--- src/hdl/crw_pkg.sv ---
// shared types, codes and constants of the cylinder roughness window timer
`default_nettype none
package crw_pkg;

  // table and timestamp sizes
  localparam int MAX_CYLINDERS = 8;
  localparam int TIME_W        = 32;
  localparam int FACTOR_W      = 16;
  localparam int PROD_W        = TIME_W + FACTOR_W;
  localparam int ITER_W        = $clog2(PROD_W + 1);
  localparam int CNT_W         = 5;

  // field widths
  localparam int MODE_W   = 2;
  localparam int CYL_W    = 3;
  localparam int POS_W    = 14;
  localparam int RANGE_W  = 13;
  localparam int ACTIVE_W = 4;
  localparam int ROUGH_W  = 16;
  localparam int PHASE_W  = 2;

  // stream and config port widths
  localparam int S_TDATA_W = 96;
  localparam int S_TUSER_W = 2;
  localparam int M_TDATA_W = 24;
  localparam int M_TUSER_W = 2;
  localparam int CFG_IDX_W = 2;
  localparam int CFG_DAT_W = 16;

  // register indexes
  localparam logic [CFG_IDX_W-1:0] REG_WINDOW_HALF_RANGE = 2'd0;
  localparam logic [CFG_IDX_W-1:0] REG_ACTIVE_CYLINDERS  = 2'd1;

  // crank mode and sync kind codes
  localparam logic [MODE_W-1:0] KIND_NONE     = 2'd0;
  localparam logic [MODE_W-1:0] KIND_UNPHASED = 2'd1;
  localparam logic [MODE_W-1:0] KIND_PHASED   = 2'd2;

  // per cylinder phase codes
  localparam logic [PHASE_W-1:0] PH_IDLE  = 2'd0;
  localparam logic [PHASE_W-1:0] PH_ARMED = 2'd1;
  localparam logic [PHASE_W-1:0] PH_START = 2'd2;
  localparam logic [PHASE_W-1:0] PH_TDC   = 2'd3;

  // roughness scale: -100 .. +100 percent in 1/256 units
  localparam logic [FACTOR_W-1:0] ROUGH_SPAN   = 16'd51200;
  localparam logic [ROUGH_W-1:0]  ROUGH_OFFSET = 16'd25600;
  localparam logic [ROUGH_W-1:0]  ROUGH_MAX    = 16'd25600;

  // reset values of the registers
  localparam logic [RANGE_W-1:0]  RANGE_RESET  = 13'd480;
  localparam logic [ACTIVE_W-1:0] ACTIVE_RESET = 4'd4;

  // request to the multiply-divide unit: round(x * m / d)
  typedef struct packed {
    logic                start;
    logic [TIME_W-1:0]   x;
    logic [FACTOR_W-1:0] m;
    logic [TIME_W-1:0]   d;
  } md_req_t;

  // answer of the multiply-divide unit, done pulses for one cycle
  typedef struct packed {
    logic              done;
    logic [TIME_W-1:0] q;
  } md_rsp_t;

endpackage
`default_nettype wire

--- src/hdl/crw_muldiv.sv ---
// shared multiply then restoring divide unit with round half up
`default_nettype none
module crw_muldiv (
  input  wire logic            clk,
  input  wire logic            rst,
  input  wire crw_pkg::md_req_t req,
  output crw_pkg::md_rsp_t     rsp
);
  import crw_pkg::*;

  typedef enum logic [3:0] {
    MD_IDLE = 4'b0001,
    MD_MUL  = 4'b0010,
    MD_DIV  = 4'b0100,
    MD_RND  = 4'b1000
  } md_state_t;

  md_state_t           state;
  logic [TIME_W-1:0]   xr;
  logic [FACTOR_W-1:0] mr;
  logic [TIME_W-1:0]   dvs;
  logic [PROD_W-1:0]   prod;
  logic [TIME_W:0]     rem;
  logic [TIME_W-1:0]   quo;
  logic [ITER_W-1:0]   cnt;
  logic [TIME_W:0]     rem_sh;
  logic                fits;
  logic                round_up;

  // one quotient bit per cycle
  assign rem_sh   = {rem[TIME_W-1:0], prod[PROD_W-1]};
  assign fits     = rem_sh >= {1'b0, dvs};
  assign round_up = {rem, 1'b0} >= {2'b00, dvs};

  always_ff @(posedge clk) begin
    if (rst) begin
      state    <= MD_IDLE;
      rsp.done <= 1'b0;
    end else begin
      rsp.done <= 1'b0;
      unique case (state)
        MD_IDLE: begin
          if (req.start) begin
            xr    <= req.x;
            mr    <= req.m;
            dvs   <= req.d;
            state <= MD_MUL;
          end
        end
        MD_MUL: begin
          prod  <= PROD_W'(xr) * PROD_W'(mr);
          rem   <= '0;
          quo   <= '0;
          cnt   <= '0;
          state <= MD_DIV;
        end
        MD_DIV: begin
          prod <= {prod[PROD_W-2:0], 1'b0};
          if (fits) begin
            rem <= rem_sh - {1'b0, dvs};
            quo <= {quo[TIME_W-2:0], 1'b1};
          end else begin
            rem <= rem_sh;
            quo <= {quo[TIME_W-2:0], 1'b0};
          end
          cnt <= cnt + 1'b1;
          if (cnt == ITER_W'(PROD_W - 1)) begin
            state <= MD_RND;
          end
        end
        MD_RND: begin
          rsp.q    <= quo + TIME_W'(round_up);
          rsp.done <= 1'b1;
          state    <= MD_IDLE;
        end
        default: begin
          state <= MD_IDLE;
        end
      endcase
    end
  end

endmodule
`default_nettype wire

--- src/hdl/cylinder_roughness_window_timer.sv ---
// top level: stream ports, config registers, cylinder tables and sequencer
//
//  channel | signals                          | direction | moves
//  --------+----------------------------------+-----------+--------------------------
//  s       | s_tvalid s_tready s_tdata s_tuser| in        | one crank update per beat
//  m       | m_tvalid m_tready m_tdata m_tuser| out       | one result per update
//  cfg     | cfg_valid cfg_ready cfg_index    | in        | one register write per beat
//          | cfg_data                         |           |
//
// an update that needs no interpolation passes the evaluate and done states after accept;
// one interpolation adds a pass through the shared multiply-divide unit and the apply
// state, the end of a window a second pass for the roughness ratio; the 48-step divide
// takes most of the time of the longest update
// s_tready is high only while the sequencer is idle; a finished result waits in the
// output register, so the next update is taken while m_tready is low
// rst is synchronous: all cylinders not armed, times and roughness zero, sync none,
// window_half_range 480 and active_cylinders 4; no clearing pass is needed
// cfg_ready is always high; writes are meant for idle periods only
`default_nettype none
module cylinder_roughness_window_timer (
  input  wire logic                             clk,
  input  wire logic                             rst,
  // s_tdata: cylinder[2:0], prev_position[16:3], cur_position[30:17],
  //          prev_time[62:31], cur_time[94:63], zero[95]
  input  wire logic                             s_tvalid,
  output logic                                  s_tready,
  input  wire logic [crw_pkg::S_TDATA_W-1:0]    s_tdata,
  // s_tuser: crank_mode[1:0]
  input  wire logic [crw_pkg::S_TUSER_W-1:0]    s_tuser,
  // m_tdata: cylinder_out[2:0], roughness[18:3], cylinder_phase[20:19], zero[23:21]
  output logic                                  m_tvalid,
  input  wire logic                             m_tready,
  output logic [crw_pkg::M_TDATA_W-1:0]         m_tdata,
  // m_tuser: measure_done[0], item_ignored[1]
  output logic [crw_pkg::M_TUSER_W-1:0]         m_tuser,
  input  wire logic                             cfg_valid,
  output logic                                  cfg_ready,
  input  wire logic [crw_pkg::CFG_IDX_W-1:0]    cfg_index,
  input  wire logic [crw_pkg::CFG_DAT_W-1:0]    cfg_data
);
  import crw_pkg::*;

  typedef enum logic [5:0] {
    S_IDLE   = 6'b000001,
    S_EVAL   = 6'b000010,
    S_INTERP = 6'b000100,
    S_APPLY  = 6'b001000,
    S_ROUGH  = 6'b010000,
    S_DONE   = 6'b100000
  } seq_state_t;

  seq_state_t state;

  // configuration registers
  logic [RANGE_W-1:0]  window_half_range;
  logic [ACTIVE_W-1:0] active_cylinders;

  // per cylinder tables and sync kind
  logic [MODE_W-1:0]         sync_kind;
  logic [PHASE_W-1:0]        phase_tab [MAX_CYLINDERS];
  logic [TIME_W-1:0]         start_tab [MAX_CYLINDERS];
  logic [TIME_W-1:0]         tdc_tab   [MAX_CYLINDERS];
  logic signed [ROUGH_W-1:0] rough_tab [MAX_CYLINDERS];

  // the update being worked on
  logic [MODE_W-1:0]       it_mode;
  logic [CYL_W-1:0]        it_cyl;
  logic signed [POS_W-1:0] it_p0;
  logic signed [POS_W-1:0] it_p1;
  logic [TIME_W-1:0]       it_t0;
  logic [TIME_W-1:0]       it_t1;
  logic                    done_flag;
  logic                    ign_flag;
  logic                    interp_neg;
  logic [TIME_W-1:0]       t_interp;

  // output register
  logic [CYL_W-1:0]   out_cyl;
  logic [ROUGH_W-1:0] out_rough;
  logic [PHASE_W-1:0] out_phase;
  logic               out_done;
  logic               out_ign;

  md_req_t md_req;
  md_rsp_t md_rsp;

  crw_muldiv u_muldiv (
    .clk (clk),
    .rst (rst),
    .req (md_req),
    .rsp (md_rsp)
  );

  // decode of the held update
  logic [MODE_W-1:0]          kind;
  logic                       mode_bad;
  logic                       cyl_off;
  logic                       cyl_in_tab;
  logic [PHASE_W-1:0]         cur_phase;
  logic signed [RANGE_W+1:0]  rs;
  logic signed [RANGE_W+1:0]  neg_rs;
  logic signed [RANGE_W+1:0]  p1e;
  logic signed [RANGE_W+1:0]  target;
  logic signed [RANGE_W+2:0]  num;
  logic signed [RANGE_W+2:0]  den;
  logic [FACTOR_W-1:0]        num_abs;
  logic [FACTOR_W-1:0]        den_abs;
  logic                       arm_hit;
  logic                       start_hit;
  logic                       tdc_hit;
  logic                       tdc_over;
  logic                       end_hit;
  logic                       end_under;
  logic                       need_interp;
  logic [TIME_W-1:0]          span_a;
  logic [TIME_W-1:0]          span_b;
  logic                       shift_out;

  assign kind = (it_mode == KIND_PHASED)   ? KIND_PHASED :
                (it_mode == KIND_UNPHASED) ? KIND_UNPHASED : KIND_NONE;
  assign mode_bad   = (kind == KIND_NONE) || (kind != sync_kind);
  assign cyl_in_tab = {2'b00, it_cyl} < CNT_W'(MAX_CYLINDERS);
  assign cyl_off    = ({2'b00, it_cyl} >= {1'b0, active_cylinders}) || !cyl_in_tab;
  assign cur_phase  = phase_tab[it_cyl];

  assign rs     = $signed({2'b00, window_half_range});
  assign neg_rs = -rs;
  assign p1e    = {it_p1[POS_W-1], it_p1};

  // crossing target: -R for the window start, TDC, +R for the window end
  always_comb begin
    unique case (cur_phase)
      PH_ARMED: target = neg_rs;
      PH_START: target = '0;
      default:  target = rs;
    endcase
  end

  assign num     = {target[RANGE_W+1], target} - {{2{it_p0[POS_W-1]}}, it_p0};
  assign den     = {{2{it_p1[POS_W-1]}}, it_p1} - {{2{it_p0[POS_W-1]}}, it_p0};
  assign num_abs = num[RANGE_W+2] ? FACTOR_W'(-num) : FACTOR_W'(num);
  assign den_abs = den[RANGE_W+2] ? FACTOR_W'(-den) : FACTOR_W'(den);

  assign arm_hit   = (p1e < neg_rs) || (p1e > rs);
  assign start_hit = (p1e >= neg_rs) && (p1e <= 0);
  assign tdc_hit   = (p1e >= 0) && (p1e <= rs);
  assign tdc_over  = p1e > rs;
  assign end_hit   = p1e >= rs;
  assign end_under = p1e < neg_rs;

  assign need_interp = ((cur_phase == PH_ARMED) && start_hit) ||
                       ((cur_phase == PH_START) && tdc_hit) ||
                       ((cur_phase == PH_TDC)   && end_hit);

  // spans measured from the window start, both wrap with the timer
  assign span_a = tdc_tab[it_cyl] - start_tab[it_cyl];
  assign span_b = t_interp - start_tab[it_cyl];

  // the shared unit gets the interpolation first, then the roughness ratio
  always_comb begin
    md_req.start = 1'b0;
    md_req.x     = it_t1 - it_t0;
    md_req.m     = num_abs;
    md_req.d     = TIME_W'(den_abs);
    unique case (state)
      S_EVAL: begin
        md_req.start = !mode_bad && !cyl_off && need_interp && (den != 0);
      end
      S_APPLY: begin
        md_req.x = span_a;
        md_req.m = ROUGH_SPAN;
        md_req.d = span_b;
        md_req.start = (cur_phase == PH_TDC) && (span_b != 0) && (span_a < span_b);
      end
      default: begin
        md_req.start = 1'b0;
      end
    endcase
  end

  assign s_tready  = (state == S_IDLE);
  assign cfg_ready = 1'b1;
  assign shift_out = !m_tvalid || m_tready;

  assign m_tdata = {{(M_TDATA_W - CYL_W - ROUGH_W - PHASE_W){1'b0}},
                    out_phase, out_rough, out_cyl};
  assign m_tuser = {out_ign, out_done};

  // config writes
  always_ff @(posedge clk) begin
    if (rst) begin
      window_half_range <= RANGE_RESET;
      active_cylinders  <= ACTIVE_RESET;
    end else if (cfg_valid && cfg_ready) begin
      unique case (cfg_index)
        REG_WINDOW_HALF_RANGE: window_half_range <= cfg_data[RANGE_W-1:0];
        REG_ACTIVE_CYLINDERS:  active_cylinders  <= cfg_data[ACTIVE_W-1:0];
        default: ;
      endcase
    end
  end

  // capture of an accepted update
  always_ff @(posedge clk) begin
    if (s_tvalid && s_tready) begin
      it_mode <= s_tuser[MODE_W-1:0];
      it_cyl  <= s_tdata[2:0];
      it_p0   <= s_tdata[16:3];
      it_p1   <= s_tdata[30:17];
      it_t0   <= s_tdata[62:31];
      it_t1   <= s_tdata[94:63];
    end
  end

  // sequencer, tables and output register
  always_ff @(posedge clk) begin
    if (rst) begin
      state     <= S_IDLE;
      sync_kind <= KIND_NONE;
      m_tvalid  <= 1'b0;
      done_flag <= 1'b0;
      ign_flag  <= 1'b0;
      for (int c = 0; c < MAX_CYLINDERS; c++) begin
        phase_tab[c] <= PH_IDLE;
        start_tab[c] <= '0;
        tdc_tab[c]   <= '0;
        rough_tab[c] <= '0;
      end
    end else begin
      // a taken beat leaves unless the done state loads the next one
      if (m_tvalid && m_tready && (state != S_DONE)) begin
        m_tvalid <= 1'b0;
      end
      unique case (state)
        S_IDLE: begin
          if (s_tvalid) begin
            done_flag <= 1'b0;
            ign_flag  <= 1'b0;
            state     <= S_EVAL;
          end
        end
        S_EVAL: begin
          state <= S_DONE;
          if (mode_bad) begin
            // mode lost or changed: the whole table starts over
            sync_kind <= kind;
            ign_flag  <= 1'b1;
            for (int c = 0; c < MAX_CYLINDERS; c++) begin
              phase_tab[c] <= PH_IDLE;
              start_tab[c] <= '0;
              tdc_tab[c]   <= '0;
              rough_tab[c] <= '0;
            end
          end else if (cyl_off) begin
            ign_flag <= 1'b1;
          end else if (need_interp) begin
            interp_neg <= num[RANGE_W+2] ^ den[RANGE_W+2];
            if (den == 0) begin
              // no crank movement: take the current timestamp
              t_interp <= it_t1;
              state    <= S_APPLY;
            end else begin
              state <= S_INTERP;
            end
          end else begin
            unique case (cur_phase)
              PH_IDLE: begin
                if (arm_hit) begin
                  phase_tab[it_cyl] <= PH_ARMED;
                end
              end
              PH_START: begin
                if (tdc_over) begin
                  phase_tab[it_cyl] <= PH_IDLE;
                  start_tab[it_cyl] <= '0;
                  tdc_tab[it_cyl]   <= '0;
                  rough_tab[it_cyl] <= '0;
                end
              end
              PH_TDC: begin
                if (end_under) begin
                  phase_tab[it_cyl] <= PH_IDLE;
                  start_tab[it_cyl] <= '0;
                  tdc_tab[it_cyl]   <= '0;
                  rough_tab[it_cyl] <= '0;
                end
              end
              default: ;
            endcase
          end
        end
        S_INTERP: begin
          if (md_rsp.done) begin
            t_interp <= interp_neg ? (it_t0 - md_rsp.q) : (it_t0 + md_rsp.q);
            state    <= S_APPLY;
          end
        end
        S_APPLY: begin
          state <= S_DONE;
          unique case (cur_phase)
            PH_ARMED: begin
              start_tab[it_cyl] <= t_interp;
              phase_tab[it_cyl] <= PH_START;
            end
            PH_START: begin
              tdc_tab[it_cyl]   <= t_interp;
              phase_tab[it_cyl] <= PH_TDC;
            end
            PH_TDC: begin
              if (span_b == 0) begin
                rough_tab[it_cyl] <= '0;
                phase_tab[it_cyl] <= PH_ARMED;
                done_flag         <= 1'b1;
              end else if (span_a >= span_b) begin
                // tdc at or past the window end
                rough_tab[it_cyl] <= ROUGH_MAX;
                phase_tab[it_cyl] <= PH_ARMED;
                done_flag         <= 1'b1;
              end else begin
                state <= S_ROUGH;
              end
            end
            default: ;
          endcase
        end
        S_ROUGH: begin
          if (md_rsp.done) begin
            rough_tab[it_cyl] <= md_rsp.q[ROUGH_W-1:0] - ROUGH_OFFSET;
            phase_tab[it_cyl] <= PH_ARMED;
            done_flag         <= 1'b1;
            state             <= S_DONE;
          end
        end
        S_DONE: begin
          if (shift_out) begin
            out_cyl  <= it_cyl;
            out_done <= done_flag;
            out_ign  <= ign_flag;
            if (cyl_in_tab) begin
              out_rough <= rough_tab[it_cyl];
              out_phase <= phase_tab[it_cyl];
            end else begin
              out_rough <= '0;
              out_phase <= PH_IDLE;
            end
            m_tvalid <= 1'b1;
            state    <= S_IDLE;
          end
        end
        default: begin
          state <= S_IDLE;
        end
      endcase
    end
  end

endmodule
`default_nettype wire

--- config.mk ---
export PLATFORM = sky130hd
export DESIGN_NAME = cylinder_roughness_window_timer
export DESIGN_NICKNAME = d
export VERILOG_FILES = /design/src/hdl/crw_pkg.sv /design/src/hdl/crw_muldiv.sv /design/src/hdl/cylinder_roughness_window_timer.sv
export SDC_FILE = /design/constraint.sdc
export NUM_CORES = 2
export LEC_CHECK = 0
export BUFFER_PORTS_ARGS = -buffer_cell sky130_fd_sc_hd__buf_2
export CORE_MARGIN = 3
export CORE_UTILIZATION = 45
export DETAILED_ROUTE_END_ITERATION = 6
export PLACE_DENSITY_LB_ADDON = 0.2
export SYNTH_ARGS = -nofsm -noshare
export SYNTH_HDL_FRONTEND = slang
export SYNTH_SLANG_ARGS = --single-unit
--- constraint.sdc ---
create_clock -name clk -period 13.3 [get_ports clk]
set_clock_uncertainty 0.1 [all_clocks]
set_input_delay 2.66 -clock clk [delete_from_list [all_inputs] [get_ports clk]]
set_output_delay 2.66 -clock clk [all_outputs]
set_load 0.01 [all_outputs]
==> results.sh <==
export IMPL_drc=0
export IMPL_grt_antenna_before_repair=7
export IMPL_detail_route_wirelength_um=209000
export IMPL_layout_cells_non_filler=8975
export IMPL_post_cts_repair_setup_buffers=0
export IMPL_via_count=51200
export IMPL_tritoncts="built"
export IMPL_critical_path_n_buffers_inverters=3
export IMPL_core_area_um2=159000
export IMPL_yosysWarnings=0
export IMPL_pwr_share_clk_pct=25.1
export IMPL_grt_max_degree=80
export IMPL_floorplan_rows=146
export IMPL_netSwitchingPower_mw=4.76
export IMPL_worst_slew_pin_slew_ps=1170
export IMPL_drtIter0Drc=3920
export IMPL_synth_lib_cells_used_distinct=88
export IMPL_clkLatencyLatePin_ps=780
export IMPL_worstHoldEndpoint="out_ign"
export IMPL_synth_yosys_seq_area_share_pct=44.2
export IMPL_hold_path_cell_count=0
export IMPL_power_internal_mw=7.80
export IMPL_post_synth_fa_ha_maj_area_fraction_pct=18.4
export IMPL_result_of_the_run="completed"
export IMPL_final_setup_viol_count=0
export IMPL_post_route_period_util_pct=71.1
export IMPL_place_port_buffers=141
export IMPL_r2r_setup_slack_ps=3850
export IMPL_final_nets=7665
export IMPL_synth_top_flop_cell="edfxtp_1"
export IMPL_antenna_left=0
export IMPL_placement_cell_area_um2=75600
export IMPL_hold_viol=0
export IMPL_ys_seq_elements=1076
export IMPL_clkSlewWorstSetupHoldPaths_ps=60
export IMPL_fmax_mhz=106
export IMPL_dp_hpwl_um=144000
export IMPL_die_area_um2=166000
export IMPL_synth_xor_area_share_pct=3.46
export IMPL_share_comb_of_total_power_pct=41.2
export IMPL_worst_hold_startpoint="ign_flag"
export IMPL_via_count_of_the_first_global_routing_pass=51300
export IMPL_groute_usage_overall_pct=25.2
export IMPL_rsz0062_at_grt="no"
export IMPL_grt_overflow_total=0
export IMPL_post_route_min_period_ps=9450
export IMPL_drv_max_cap_violation_count=0
export IMPL_critical_path_top_delay_family="compound AO/OA/AOI/OAI gates"
export IMPL_p_per_area_nw_per_um2=158
export IMPL_route_detailed_vias_per_inst=5.70
export IMPL_worst_hold_slack_ps=351
export IMPL_globalplace_congestion=0.926
export IMPL_detailedRoute_firstPassIterationCount=5
export IMPL_worst_setup_path_end_kind="flip-flop"
export IMPL_dp_slack_ps=4110
export IMPL_post_cts_resize_count=0
export IMPL_cts_sink_count=1076
export IMPL_routedWlPerCell_um=23.3
export IMPL_ios=150
export IMPL_switching_fraction_of_total_power_pct=37.9
export IMPL_timing_slew_headroom_pct=21.7
export IMPL_fraction_of_the_mapped_netlist_area_in_compound_gates_pct=8.93
export IMPL_critical_path_startpoint_type="flip-flop"
export IMPL_timing_worst_setup_path_type="flip-flop to flip-flop"
export IMPL_post_cts_hold_buffer_count=0
export IMPL_mappedNetlistArea_um2=72400
export IMPL_slew_violations=0
export IMPL_pwr_share_seq_pct=33.7
export IMPL_crit_fanout=79
export IMPL_worst_ep_arrival_time_ps=9690
export IMPL_worst_path_largest_cell_delay_ps=820
export IMPL_synth_edff_count=1040
export IMPL_avgSynthCellArea_um2=10.8
export IMPL_synth_top_family_by_area="adder cells"
export IMPL_grt_pass1_wl_um=314000
export IMPL_setup_total_negative_slack_ps=0
export IMPL_cts_max_path_buffers=3
export IMPL_fp_dieH_um=407
export IMPL_dp_cells=8768
export IMPL_static_leakage_power_nw=32.0
export IMPL_die_x_um=407
export IMPL_layout_area_overhead_vs_synth_pct=9.58
export IMPL_critical_path_slowest_cell="buf_4"
export IMPL_required_ps=13540
export IMPL_muxShareOfSynthArea_pct=5.63
export IMPL_drive_gt1_share_pct=9.51
export IMPL_cts_buffers_inserted=113
export IMPL_synthCells=6705
export IMPL_initial_utilization_pct=45.5
export IMPL_r2r_worst_path_cells=25
export IMPL_final_area_um2=79300
export IMPL_path_type_of_the_worst_min_delay_path="flip-flop to flip-flop"
export IMPL_vdd_ir_drop_max_v=0.000129
export IMPL_htree_num_levels=3
export IMPL_regToRegEndpoint="u_muldiv.mr[15]"
export IMPL_ys_async_sr_fraction_pct=0
export IMPL_simple_gate_share_of_the_synthesized_area_pct=14.2
export IMPL_clock_root_buffer="clkbuf_16"
export IMPL_final_setup_worst_slack_ps=3850
-- state kept, by name, indices dropped and copies added (netlist names), 13 cells and up, named ones only --
name,cells
u_muldiv.quo,32
u_muldiv.rem,33
it_p0,14
it_t0,32
u_muldiv.xr,32
tdc_tab,256
window_half_range,13
u_muldiv.rsp,33
u_muldiv.dvs,32
out_rough,16
rough_tab,128
it_t1,32
u_muldiv.mr,16
start_tab,256
u_muldiv.prod,48
t_interp,32
it_p1,14
phase_tab,16
-- layout by cell type, fill, tap and decap left out, types with 14 or more instances in the layout --
cell type  synthesis  routed
nor2_1           848     847
mux4_2           132     132
mux2i_1           67      67
dfxtp_1           36      33
and3_1           109     109
nor4_1            21      21
clkbuf_16          0     113
o21a_1            39      39
xnor2_1          196     196
fa_1             425     425
nor3_1            97      87
a22oi_1           66      66
mux2_2            38      38
a211oi_1          23      23
a21o_1           130     130
clkinv_2           0      15
xor2_1            90      90
and2_1           203     202
inv_1            678     677
o21ai_4            0      16
a31oi_1           28      28
buf_4              6     102
ha_1             382     382
o21bai_1          34      34
buf_2              7     141
clkinv_1           4      18
nand3b_1          14      14
o21ai_0          210     194
nand2b_1          37      37
clkbuf_1         296      28
a21oi_1          288     288
edfxtp_1        1040    1040
nand4_1           45      45
nand3_1           77      73
nor2b_1           53      53
o211ai_1          21      21
o31ai_1           29      29
nand2_1          699     697
or3_1             27      24
-- cells in the mapped netlist, drive strengths merged, types with 14 or more instances --
cell    instances  area share [%]
a21boi         14            0.15
mux2i          67            0.93
mux4          132             4.1
and2          203             1.8
nor4           22            0.20
and3          109            0.94
nor3           97            0.67
a21o          130             1.3
ha            382             6.6
a31oi          28            0.24
edfxtp       1040              43
a211oi         23            0.24
clkbuf        296             1.5
nand3          77            0.53
nor2          848             4.4
mux2           38            0.59
dfxtp          36             1.0
nand2b         37            0.32
nand3b         14            0.15
a22oi          66            0.68
fa            425              12
o211ai         22            0.24
o21bai         35            0.37
o31ai          29            0.30
a21oi         291             2.0
nor2b          53            0.46
or3            27            0.23
nand4          45            0.39
inv           679             3.5
o21a           39            0.40
xor2           90             1.1
o21ai         221             1.5
buf            32            0.21
nand2         699             3.6
xnor2         196             2.4
-- cells by family after synthesis --
| family | count (synthesis) |
|---|---|
| fa+ha+maj | 807 |
| buf+inv | 1011 |
| other cells | 2 |
| xor+xnor | 286 |
| flops | 1076 |
| simple gates | 2276 |
| compound gates | 1010 |
| mux | 237 |
-- stage by stage --
| step | util, % | power [mW] |
|---|---|---|
| 6_report | 49.8 | 12.6 |
| 2_1_floorplan | - | 7.83 |
| 3_5_place_dp | 47.5 | 9.39 |
| 3_3_place_gp | 47.5 | 9.32 |
| 4_1_cts | 49.8 | 12.6 |
| 5_1_grt | 49.8 | 13.3 |
-- metal layers --
layer | up-vias | wire, um | GRT usage (%)
met5 | - | 0 | 0
met3 | 346 | 15200 | 3.84
li1 | 23200 | - | -
met4 | 0 | 7860 | 9.44
met2 | 1903 | 102000 | 42.6
met1 | 25700 | 84000 | 32.8
-- how the worst max path moves through the flow --
stage                     cells past startpoint      start  slack, ps         endpoint
after floorplan                               3        rst       1260  u_muldiv.cnt[0]
after global placement                       25  flip-flop       4100  u_muldiv.mr[14]
after detailed placement                     25  flip-flop       4110  u_muldiv.mr[15]
after CTS                                    25  flip-flop       4010  u_muldiv.mr[15]
after global routing                         25  flip-flop       3330   u_muldiv.mr[1]
final                                        25  flip-flop       3850  u_muldiv.mr[15]
-- power by group through the flow --
stage	logic (mW)	clock network, mW	registers (mW)
after floorplan	3.63	0	4.19
after global placement	5.03	0	4.30
after detailed placement	5.08	0	4.31
after CTS	5.12	3.21	4.24
after global routing	5.66	3.35	4.25
final	5.17	3.16	4.23
-- worst register-to-register path, cell delays in order, from the launching register on --
cell	delay (ps)
dfxtp_4	650
buf_4	590
buf_4	830
mux4_2	640
mux2i_1	380
ha_1	390
a21o_1	190
a21o_1	170
a21o_1	180
a31oi_1	260
a21oi_1	170
nor4b_1	430
o21bai_1	130
a21oi_1	220
o21ai_0	130
xor2_1	320
ha_1	310
nand4_1	160
nor4_1	90
a21oi_1	130
o211ai_1	110
a221o_1	320
a2111oi_0	690
o211ai_1	310
nor3_2	210
buf_4	780
-- cell type report --
type	count	area [um2]
clock inverter	59	722
antenna	6	15.0
sequential	1076	32000
clock buffer	142	2950
timing repair buffer	243	1470
multi-input combinational	4620	36900
tap	2146	2690
inverter	683	2570
fill	14300	79800
No activity file was read; power rests on OpenSTA's default activity.
